[src/rtl/sraba_pkg.sv]
`timescale 1ns / 1ps

package sraba_pkg;

   localparam int SAMPLE_W  = 32;
   localparam int COUNT_W   = 17;
   localparam int SUM_W     = 49;
   localparam int PROG_W    = 33;
   localparam int QUOT_W    = 34;
   localparam int DIV_STEPS = QUOT_W;
   localparam int DSH_W     = COUNT_W + DIV_STEPS - 1;
   localparam int STEP_W    = $clog2(DIV_STEPS);
   localparam int ADDR_W    = 3;
   localparam int DATA_W    = 32;

   localparam logic REG_IN_COUNT  = 1'b0;
   localparam logic REG_OUT_COUNT = 1'b1;

   typedef enum logic [3:0] {
      ST_IDLE,
      ST_BIN_START,
      ST_BIN_DIV,
      ST_BIN_OUT,
      ST_ADD,
      ST_EXP_DIV,
      ST_EXP_OUT,
      ST_PASS_OUT,
      ST_FINISH
   } state_type;

   typedef struct packed {
      logic [COUNT_W-1:0] in_count;
      logic [COUNT_W-1:0] out_count;
   } count_pair_type;

   typedef struct packed {
      logic               start;
      logic [SUM_W-1:0]   dividend;
      logic [COUNT_W-1:0] divisor;
   } div_cmd_type;

endpackage

[src/rtl/series_resample_bin_average.sv]
`timescale 1ns / 1ps

// Resamples a series of in_count samples, one per request, into out_count results.
// When shrinking, valid samples are averaged in bins whose edges are found by exact
// integer comparison, and a bin without a valid sample gives a missing result; the
// open bin is always flushed on the last sample of the series. When expanding, each
// sample is repeated by floor-index rule, at most MAX_EXPAND times per request.
// Equal counts pass each sample through. A request is taken only when the sequencer
// is idle. Each bin average runs through one shared 34-step shift-subtract divider;
// the last request of a shrinking series may close two bins that hold a valid
// sample. An empty bin skips the divider, and a shrinking request that closes no bin
// does not use it. When expanding, the same divider finds the target index in 34
// steps, and then one copy leaves per cycle while the response slot is free. A
// waiting result can hold the sequencer in its output step until the downstream side
// takes it.
module series_resample_bin_average #(
   parameter int MAX_LEN    = 65536,
   parameter int MAX_EXPAND = 64
) (
   input  logic                                 clock,
   input  logic                                 reset,
   input  logic                                 req_valid,
   output logic                                 req_ready,
   input  logic signed [sraba_pkg::SAMPLE_W-1:0] req_sample,
   input  logic                                 req_sample_missing,
   output logic                                 rsp_valid,
   input  logic                                 rsp_ready,
   output logic signed [sraba_pkg::SAMPLE_W-1:0] rsp_value,
   output logic                                 rsp_value_missing,
   output logic                                 rsp_run_last,
   output logic                                 rsp_series_last,
   input  logic                                 psel,
   input  logic                                 penable,
   input  logic                                 pwrite,
   input  logic [sraba_pkg::ADDR_W-1:0]         paddr,
   input  logic [sraba_pkg::DATA_W-1:0]         pwdata,
   output logic [sraba_pkg::DATA_W-1:0]         prdata,
   output logic                                 pready
);

   localparam int CW      = sraba_pkg::COUNT_W;
   localparam int SW      = sraba_pkg::SUM_W;
   localparam int PW      = sraba_pkg::PROG_W;
   localparam int QW      = sraba_pkg::QUOT_W;
   localparam int XW      = sraba_pkg::SAMPLE_W;
   localparam int CAP     = (MAX_LEN > (2 ** CW) - 1) ? (2 ** CW) - 1 : MAX_LEN;
   localparam int CPY_W   = $clog2(MAX_EXPAND + 1);

   sraba_pkg::count_pair_type counts;
   sraba_pkg::div_cmd_type    div_cmd;
   logic                      div_done;
   logic [QW-1:0]             div_quotient;
   logic [CW-1:0]             div_remainder;

   sraba_pkg::state_type state_ff, state_in;

   logic [CW-1:0]    ip_ff, ip_in;
   logic [CW-1:0]    op_ff, op_in;
   logic [SW-1:0]    sum_ff, sum_in;
   logic [CW-1:0]    cnt_ff, cnt_in;
   logic [PW-1:0]    ipp_ff, ipp_in;
   logic [PW-1:0]    opp_ff, opp_in;
   logic             flush_ff, flush_in;
   logic [CPY_W-1:0] copies_ff, copies_in;
   logic [XW-1:0]    x_ff, x_in;
   logic             miss_ff, miss_in;
   logic             last_ff, last_in;
   logic             bin_neg_ff, bin_neg_in;
   logic [XW-1:0]    bin_value_ff, bin_value_in;
   logic             bin_miss_ff, bin_miss_in;
   logic [QW-1:0]    exp_div_ff, exp_div_in;
   logic             rsp_valid_ff, rsp_valid_in;
   logic [XW-1:0]    rsp_value_ff, rsp_value_in;
   logic             rsp_missing_ff, rsp_missing_in;
   logic             rsp_run_last_ff, rsp_run_last_in;
   logic             rsp_series_last_ff, rsp_series_last_in;

   logic [CW-1:0]    n_eff, s_eff;
   logic             is_last;
   logic             flush_cond;
   logic [QW-1:0]    exp_dividend;
   logic [SW-1:0]    sum_mag;
   logic [QW-1:0]    exp_diff;
   logic [CPY_W-1:0] exp_copies;
   logic [XW-1:0]    quot_low;
   logic [XW-1:0]    copy_value;
   logic             slot_free;

   sraba_csr u_csr (
      .clock   (clock),
      .reset   (reset),
      .psel    (psel),
      .penable (penable),
      .pwrite  (pwrite),
      .paddr   (paddr),
      .pwdata  (pwdata),
      .prdata  (prdata),
      .pready  (pready),
      .counts  (counts)
   );

   sraba_div u_div (
      .clock     (clock),
      .reset     (reset),
      .cmd       (div_cmd),
      .done      (div_done),
      .quotient  (div_quotient),
      .remainder (div_remainder)
   );

   assign n_eff = (counts.in_count == '0) ? CW'(1) :
                  (counts.in_count > CW'(CAP)) ? CW'(CAP) : counts.in_count;
   assign s_eff = (counts.out_count == '0) ? CW'(1) :
                  (counts.out_count > CW'(CAP)) ? CW'(CAP) : counts.out_count;

   assign is_last      = ({1'b0, ip_ff} + (CW + 1)'(1)) >= {1'b0, n_eff};
   assign flush_cond   = ({1'b0, ipp_ff} + (PW + 1)'(s_eff)) >
                         ({1'b0, opp_ff} + (PW + 1)'(n_eff));
   assign exp_dividend = QW'(ipp_ff) + QW'(s_eff) + QW'(n_eff) - QW'(1);
   assign sum_mag      = sum_ff[SW-1] ? (~sum_ff + SW'(1)) : sum_ff;
   assign exp_diff     = div_quotient - QW'(op_ff);
   assign exp_copies   = (exp_diff > QW'(MAX_EXPAND)) ? CPY_W'(MAX_EXPAND) :
                         exp_diff[CPY_W-1:0];
   assign quot_low     = div_quotient[XW-1:0];
   assign copy_value   = miss_ff ? '0 : x_ff;
   assign slot_free    = !rsp_valid_ff || rsp_ready;

   always_comb begin
      state_in           = state_ff;
      ip_in              = ip_ff;
      op_in              = op_ff;
      sum_in             = sum_ff;
      cnt_in             = cnt_ff;
      ipp_in             = ipp_ff;
      opp_in             = opp_ff;
      flush_in           = flush_ff;
      copies_in          = copies_ff;
      x_in               = x_ff;
      miss_in            = miss_ff;
      last_in            = last_ff;
      bin_neg_in         = bin_neg_ff;
      bin_value_in       = bin_value_ff;
      bin_miss_in        = bin_miss_ff;
      exp_div_in         = exp_div_ff;
      rsp_valid_in       = rsp_valid_ff;
      rsp_value_in       = rsp_value_ff;
      rsp_missing_in     = rsp_missing_ff;
      rsp_run_last_in    = rsp_run_last_ff;
      rsp_series_last_in = rsp_series_last_ff;
      div_cmd.start      = 1'b0;
      div_cmd.dividend   = SW'(exp_dividend);
      div_cmd.divisor    = n_eff;
      req_ready          = 1'b0;

      if (rsp_valid_ff && rsp_ready) begin
         rsp_valid_in = 1'b0;
      end

      case (state_ff)
         sraba_pkg::ST_IDLE: begin
            req_ready = 1'b1;
            if (req_valid) begin
               x_in     = req_sample;
               miss_in  = req_sample_missing;
               last_in  = is_last;
               flush_in = 1'b0;
               if (s_eff < n_eff) begin
                  if (flush_cond) begin
                     flush_in = 1'b1;
                     state_in = sraba_pkg::ST_BIN_START;
                  end else begin
                     state_in = sraba_pkg::ST_ADD;
                  end
               end else if (s_eff > n_eff) begin
                  div_cmd.start = 1'b1;
                  exp_div_in    = exp_dividend;
                  state_in      = sraba_pkg::ST_EXP_DIV;
               end else begin
                  state_in = sraba_pkg::ST_PASS_OUT;
               end
            end
         end
         sraba_pkg::ST_BIN_START: begin
            if (cnt_ff == '0) begin
               bin_value_in = '0;
               bin_miss_in  = 1'b1;
               state_in     = sraba_pkg::ST_BIN_OUT;
            end else begin
               div_cmd.start    = 1'b1;
               div_cmd.dividend = sum_mag;
               div_cmd.divisor  = cnt_ff;
               bin_neg_in       = sum_ff[SW-1];
               state_in         = sraba_pkg::ST_BIN_DIV;
            end
         end
         sraba_pkg::ST_BIN_DIV: begin
            if (div_done) begin
               bin_value_in = bin_neg_ff ? (~quot_low + XW'(1)) : quot_low;
               bin_miss_in  = 1'b0;
               state_in     = sraba_pkg::ST_BIN_OUT;
            end
         end
         sraba_pkg::ST_BIN_OUT: begin
            if (slot_free) begin
               rsp_valid_in   = 1'b1;
               rsp_value_in   = bin_value_ff;
               rsp_missing_in = bin_miss_ff;
               sum_in         = '0;
               cnt_in         = '0;
               if (flush_ff) begin
                  rsp_run_last_in    = !last_ff;
                  rsp_series_last_in = 1'b0;
                  flush_in           = 1'b0;
                  op_in              = op_ff + CW'(1);
                  opp_in             = opp_ff + PW'(n_eff);
                  state_in           = sraba_pkg::ST_ADD;
               end else begin
                  rsp_run_last_in    = 1'b1;
                  rsp_series_last_in = 1'b1;
                  state_in           = sraba_pkg::ST_FINISH;
               end
            end
         end
         sraba_pkg::ST_ADD: begin
            if (!miss_ff) begin
               sum_in = sum_ff + {{(SW - XW){x_ff[XW-1]}}, x_ff};
               cnt_in = cnt_ff + CW'(1);
            end
            state_in = last_ff ? sraba_pkg::ST_BIN_START : sraba_pkg::ST_FINISH;
         end
         sraba_pkg::ST_EXP_DIV: begin
            if (div_done) begin
               op_in  = div_quotient[CW-1:0];
               opp_in = PW'(exp_div_ff - QW'(div_remainder));
               if (div_quotient > QW'(op_ff) && exp_copies != '0) begin
                  copies_in = exp_copies;
                  state_in  = sraba_pkg::ST_EXP_OUT;
               end else begin
                  state_in = sraba_pkg::ST_FINISH;
               end
            end
         end
         sraba_pkg::ST_EXP_OUT: begin
            if (slot_free) begin
               rsp_valid_in       = 1'b1;
               rsp_value_in       = copy_value;
               rsp_missing_in     = miss_ff;
               rsp_run_last_in    = (copies_ff == CPY_W'(1));
               rsp_series_last_in = last_ff && (copies_ff == CPY_W'(1));
               copies_in          = copies_ff - CPY_W'(1);
               if (copies_ff == CPY_W'(1)) begin
                  state_in = sraba_pkg::ST_FINISH;
               end
            end
         end
         sraba_pkg::ST_PASS_OUT: begin
            if (slot_free) begin
               rsp_valid_in       = 1'b1;
               rsp_value_in       = copy_value;
               rsp_missing_in     = miss_ff;
               rsp_run_last_in    = 1'b1;
               rsp_series_last_in = last_ff;
               op_in              = op_ff + CW'(1);
               opp_in             = opp_ff + PW'(n_eff);
               state_in           = sraba_pkg::ST_FINISH;
            end
         end
         sraba_pkg::ST_FINISH: begin
            ip_in  = ip_ff + CW'(1);
            ipp_in = ipp_ff + PW'(s_eff);
            if (last_ff) begin
               ip_in  = '0;
               op_in  = '0;
               sum_in = '0;
               cnt_in = '0;
               ipp_in = '0;
               opp_in = '0;
            end
            state_in = sraba_pkg::ST_IDLE;
         end
         default: begin
            state_in = sraba_pkg::ST_IDLE;
         end
      endcase
   end

   always_ff @(posedge clock) begin
      if (reset) begin
         state_ff     <= sraba_pkg::ST_IDLE;
         ip_ff        <= '0;
         op_ff        <= '0;
         sum_ff       <= '0;
         cnt_ff       <= '0;
         ipp_ff       <= '0;
         opp_ff       <= '0;
         flush_ff     <= 1'b0;
         copies_ff    <= '0;
         rsp_valid_ff <= 1'b0;
      end else begin
         state_ff     <= state_in;
         ip_ff        <= ip_in;
         op_ff        <= op_in;
         sum_ff       <= sum_in;
         cnt_ff       <= cnt_in;
         ipp_ff       <= ipp_in;
         opp_ff       <= opp_in;
         flush_ff     <= flush_in;
         copies_ff    <= copies_in;
         rsp_valid_ff <= rsp_valid_in;
      end
      x_ff               <= x_in;
      miss_ff            <= miss_in;
      last_ff            <= last_in;
      bin_neg_ff         <= bin_neg_in;
      bin_value_ff       <= bin_value_in;
      bin_miss_ff        <= bin_miss_in;
      exp_div_ff         <= exp_div_in;
      rsp_value_ff       <= rsp_value_in;
      rsp_missing_ff     <= rsp_missing_in;
      rsp_run_last_ff    <= rsp_run_last_in;
      rsp_series_last_ff <= rsp_series_last_in;
   end

   assign rsp_valid         = rsp_valid_ff;
   assign rsp_value         = rsp_value_ff;
   assign rsp_value_missing = rsp_missing_ff;
   assign rsp_run_last      = rsp_run_last_ff;
   assign rsp_series_last   = rsp_series_last_ff;

endmodule

[src/rtl/sraba_csr.sv]
`timescale 1ns / 1ps

module sraba_csr (
   input  logic                               clock,
   input  logic                               reset,
   input  logic                               psel,
   input  logic                               penable,
   input  logic                               pwrite,
   input  logic [sraba_pkg::ADDR_W-1:0]       paddr,
   input  logic [sraba_pkg::DATA_W-1:0]       pwdata,
   output logic [sraba_pkg::DATA_W-1:0]       prdata,
   output logic                               pready,
   output sraba_pkg::count_pair_type          counts
);

   logic [sraba_pkg::COUNT_W-1:0] in_count_ff, in_count_in;
   logic [sraba_pkg::COUNT_W-1:0] out_count_ff, out_count_in;
   logic                          wr_en;

   assign pready = 1'b1;
   assign wr_en  = psel && penable && pwrite;

   always_comb begin
      in_count_in  = in_count_ff;
      out_count_in = out_count_ff;
      if (wr_en) begin
         case (paddr[2])
            sraba_pkg::REG_IN_COUNT:  in_count_in  = pwdata[sraba_pkg::COUNT_W-1:0];
            sraba_pkg::REG_OUT_COUNT: out_count_in = pwdata[sraba_pkg::COUNT_W-1:0];
            default: begin
               in_count_in  = in_count_ff;
               out_count_in = out_count_ff;
            end
         endcase
      end
   end

   always_comb begin
      case (paddr[2])
         sraba_pkg::REG_IN_COUNT:
            prdata = {{(sraba_pkg::DATA_W-sraba_pkg::COUNT_W){1'b0}}, in_count_ff};
         sraba_pkg::REG_OUT_COUNT:
            prdata = {{(sraba_pkg::DATA_W-sraba_pkg::COUNT_W){1'b0}}, out_count_ff};
         default:
            prdata = '0;
      endcase
   end

   always_ff @(posedge clock) begin
      if (reset) begin
         in_count_ff  <= sraba_pkg::COUNT_W'(1);
         out_count_ff <= sraba_pkg::COUNT_W'(1);
      end else begin
         in_count_ff  <= in_count_in;
         out_count_ff <= out_count_in;
      end
   end

   assign counts.in_count  = in_count_ff;
   assign counts.out_count = out_count_ff;

endmodule

[src/rtl/sraba_div.sv]
`timescale 1ns / 1ps

module sraba_div (
   input  logic                              clock,
   input  logic                              reset,
   input  sraba_pkg::div_cmd_type            cmd,
   output logic                              done,
   output logic [sraba_pkg::QUOT_W-1:0]      quotient,
   output logic [sraba_pkg::COUNT_W-1:0]     remainder
);

   logic [sraba_pkg::SUM_W-1:0]  rem_ff, rem_in;
   logic [sraba_pkg::DSH_W-1:0]  dsh_ff, dsh_in;
   logic [sraba_pkg::QUOT_W-1:0] quo_ff, quo_in;
   logic [sraba_pkg::STEP_W-1:0] step_ff, step_in;
   logic                         busy_ff, busy_in;
   logic                         done_ff, done_in;
   logic                         fits;

   assign fits = {{(sraba_pkg::DSH_W-sraba_pkg::SUM_W){1'b0}}, rem_ff} >= dsh_ff;

   always_comb begin
      rem_in  = rem_ff;
      dsh_in  = dsh_ff;
      quo_in  = quo_ff;
      step_in = step_ff;
      busy_in = busy_ff;
      done_in = 1'b0;
      if (cmd.start) begin
         rem_in  = cmd.dividend;
         dsh_in  = {cmd.divisor, {(sraba_pkg::DIV_STEPS-1){1'b0}}};
         quo_in  = '0;
         step_in = '0;
         busy_in = 1'b1;
      end else if (busy_ff) begin
         if (fits) begin
            rem_in = rem_ff - dsh_ff[sraba_pkg::SUM_W-1:0];
         end
         quo_in  = {quo_ff[sraba_pkg::QUOT_W-2:0], fits};
         dsh_in  = dsh_ff >> 1;
         step_in = step_ff + sraba_pkg::STEP_W'(1);
         if (step_ff == sraba_pkg::STEP_W'(sraba_pkg::DIV_STEPS - 1)) begin
            busy_in = 1'b0;
            done_in = 1'b1;
         end
      end
   end

   always_ff @(posedge clock) begin
      if (reset) begin
         busy_ff <= 1'b0;
         done_ff <= 1'b0;
         step_ff <= '0;
      end else begin
         busy_ff <= busy_in;
         done_ff <= done_in;
         step_ff <= step_in;
      end
      rem_ff <= rem_in;
      dsh_ff <= dsh_in;
      quo_ff <= quo_in;
   end

   assign done      = done_ff;
   assign quotient  = quo_ff;
   assign remainder = rem_ff[sraba_pkg::COUNT_W-1:0];

endmodule
[config.mk]
export PLATFORM = sky130hd
export DESIGN_NAME = series_resample_bin_average
export DESIGN_NICKNAME = d
export VERILOG_FILES = /design/src/rtl/sraba_pkg.sv /design/src/rtl/series_resample_bin_average.sv /design/src/rtl/sraba_csr.sv /design/src/rtl/sraba_div.sv
export SDC_FILE = /design/constraint.sdc
export NUM_CORES = 2
export LEC_CHECK = 0
export BUFFER_PORTS_ARGS = -buffer_cell sky130_fd_sc_hd__clkbuf_2
export CAP_MARGIN = 30
export CORE_MARGIN = 2
export CORE_UTILIZATION = 50
export DETAILED_ROUTE_END_ITERATION = 8
export PLACE_DENSITY = 0.67
export SETUP_SLACK_MARGIN = 0.4
export SLEW_MARGIN = 15
export SYNTH_ARGS = -nofsm -noshare
export SYNTH_HDL_FRONTEND = slang
export SYNTH_HIERARCHICAL = 1
export SYNTH_SLANG_ARGS = --single-unit
[constraint.sdc]
create_clock -name clock -period 22.3 [get_ports clock]
set_clock_uncertainty 0.2 [all_clocks]
set_input_delay 2.23 -clock clock [delete_from_list [all_inputs] [get_ports clock]]
set_output_delay 2.23 -clock clock [all_outputs]
set_load 0.02 [all_outputs]
==> flow_metrics.tcl <==
set metrics [dict create \
    fin_nets 4717 \
    finalSetupViolations 0 \
    slowest_stage "o41ai_4" \
    dpl.cell_count 5236 \
    clkPwrFrac_pct 20.1 \
    cp_max_fo 19 \
    cp-start-kind "flip-flop" \
    vdd_ir_drop_max_uv 89.2 \
    fin_cells 5343 \
    clock_latency_ns 0.64 \
    vias_per_cell 5.93 \
    fp-row-count 98 \
    cpPeakStageDelay_ns 0.78 \
    postCtsSetupRepairBufs 0 \
    diodes 0 \
    antenna_found_initial 0 \
    wl_per_cell_um 19.5 \
    hold_buffers 0 \
    cts_max_path_buffers 3 \
    slew_headroom_pct 30.9 \
    clock-sinks 490 \
    p_leak_nw 16.4 \
    place_hpwl_um 77200 \
    fin_util_pct 55.1 \
    hold_violations 0 \
    internal_power_w 0.00271 \
    die_w_um 274 \
    yosys_warnings 6 \
    core_um2 71700 \
    rsz0062_at_grt "no" \
    die-area_um2 75000 \
    seq_area_frac_synth_pct 32.5 \
    cts_tree "done" \
    cp.required_ns 22.44 \
    drtIter0Drc 3091 \
    synthArstFlopShare_pct 0 \
    synth_top_area_share_pct 16.7 \
    h-tree-depth 2 \
    ctsResizeCount 0 \
    netlist_instances 4345 \
    hold_depth 2 \
    drc_errors 0 \
    syn_area_um2 36400 \
    grt_pass1_wl_um 163000 \
    synth_edf_count 202 \
    worstPathArrival_ns 8.87 \
    crit_type "reg -> reg" \
    yosys.area.top_type "edfxtp_1" \
    grt_pass1_vias 29375 \
    ios 145 \
    dieHeight_um 274 \
    switching_share_pct 44.5 \
    cts_inserted_buffers 56 \
    design_area_um2 39500 \
    p_comb_share_pct 51.6 \
    portBuffers 111 \
    avgSynthCellArea_um2 8.38 \
    synth.distinct_cells 115 \
    wl_um 104000 \
    drt.antenna.violating_nets 0 \
    outcome "finished clean" \
    clk_pin_slew_ns 0.06 \
    p_seq_share_pct 28.3 \
    syn_to_final_growth_pct 8.63 \
    via_count 31668 \
    tightest_slew_ns 1.03 \
    max_freq_mhz 115 \
    rr_worst_depth 29 \
    ys_seq_elements 490 \
    yosys-top-cells-area "edfxtp_1 (17%), dfxtp_1 (16%), ha_1 (9.9%)" \
    dpl_cell_area_um2 37500 \
    holdWs_ns 0.261 \
    power.density_nw_per_um2 124 \
    synth_ff_type "dfxtp_1" \
    drive_gt1_share_pct 8.17 \
    grt_remaining_overflow 0 \
    max_cap_violations 0 \
    yosys-top-cells-count "nor2_1 (441), nand2_1 (433), o21ai_0 (314)" \
    first_pass_iters 7 \
    final.setup.tns_ns 0 \
    track_usage_pct 27.2 \
    grt_max_degree 90 \
    post-synth-top-count-cell "nor2_1" \
    clockRootBuffer "clkbuf_16" \
    post-route-period-util_pct 39.2 \
    cp-end-kind "flip-flop" \
    p_sw_w 0.00218 \
    start_util_pct 50.7 \
    min_period_ns 8.73 \
    slew_viol_final 0 \
    gp_congestion 0.906 \
    hold_path_class "reg -> reg" \
]
-- critical path, delay by kind of cell (launching register included) --
kind / cells / cell delay (ns)
buffers and inverters: 3 / 0.19
AO/OA/AOI/OAI: 13 / 3.55
AND/OR/NAND/NOR: 6 / 1.69
adder cells (fa/ha/maj): 5 / 1.50
XOR/XNOR: 2 / 0.97
flip-flops: 1 / 0.35
-- cell families after synthesis --
group | after synthesis | share of synthesized area (%)
other | 2 | 0.0206
XOR/XNOR | 321 | 7.76
buffers and inverters | 470 | 5.30
AO/OA/AOI/OAI | 1133 | 20.3
AND/OR/NAND/NOR | 1496 | 19.9
flip-flops | 490 | 32.5
adder cells (fa/ha/maj) | 299 | 10.4
multiplexers | 134 | 3.77
-- power by group through the flow --
stage	clock network (W)	logic (W)	registers [W]
finish	0.000983	0.00252	0.00138
global route	0.00103	0.00278	0.00140
CTS	0.000996	0.00247	0.00138
detailed placement	0	0.00245	0.00139
global placement	0	0.00243	0.00139
floorplan	0	0.00189	0.00131
-- cells in the final DEF, fill, tap and decap left out, drive strengths merged, types with 110 or more instances in the layout --
| cell | instances |
|---|---|
| nor2 | 442 |
| nand2 | 434 |
| o21ai | 326 |
| ha | 288 |
| dfxtp | 288 |
| a21oi | 263 |
| inv | 253 |
| edfxtp | 202 |
| xor2 | 182 |
| clkbuf | 182 |
| xnor2 | 138 |
| nand2b | 123 |
| mux2i | 110 |
-- registers in the layout (all words and copies together) (netlist names), 4 cells and up --
signal and count:
u_div/dsh_ff 50, sum_ff 49, ipp_ff 33, copies_ff 7, ip_ff 17, op_ff 17, opp_ff 33, cnt_ff 17
u_div/quotient 34, u_div/step_ff 6, rsp_value 32, u_div/rem_ff 49, state_ff 4, u_csr/in_count_ff 17, exp_div_ff 33, x_ff 32
bin_value_ff 32, u_csr/out_count_ff 17
-- routing by layer --
layer	global-route usage [%]	wire length (um)
met2	44.0	47500
met1	39.0	47500
met5	0	0
met4	5.85	2060
met3	3.20	7440
-- final cells by class --
type                       instances  area (um2)
timing repair buffer             147         856
tap                              950        1190
multi-input combinational       3399       22800
fill                            6730       32200
sequential                       490       11800
clock inverter                    32         368
clock buffer                      72        1590
inverter                         253         950
-- path summary, 6_finish.rpt --
kind	startpoint	end	slack (ns)
max	u_csr/out_count_ff[11]	u_div/rem_ff[33]	13.57
min	ipp_ff[14]	ipp_ff[14]	0.26
max reg2reg	u_csr/out_count_ff[11]	u_div/rem_ff[33]	13.57
min reg2reg	ipp_ff[14]	ipp_ff[14]	0.26
-- stage by stage --
stage               total power [W]  setup WS [ns]
detailed placement          0.00384          13.80
global placement            0.00382          13.83
CTS                         0.00485          13.73
floorplan                   0.00320          13.94
finish                      0.00489          13.57
global route                0.00521          12.96
Power figures use the tool's default switching activity.
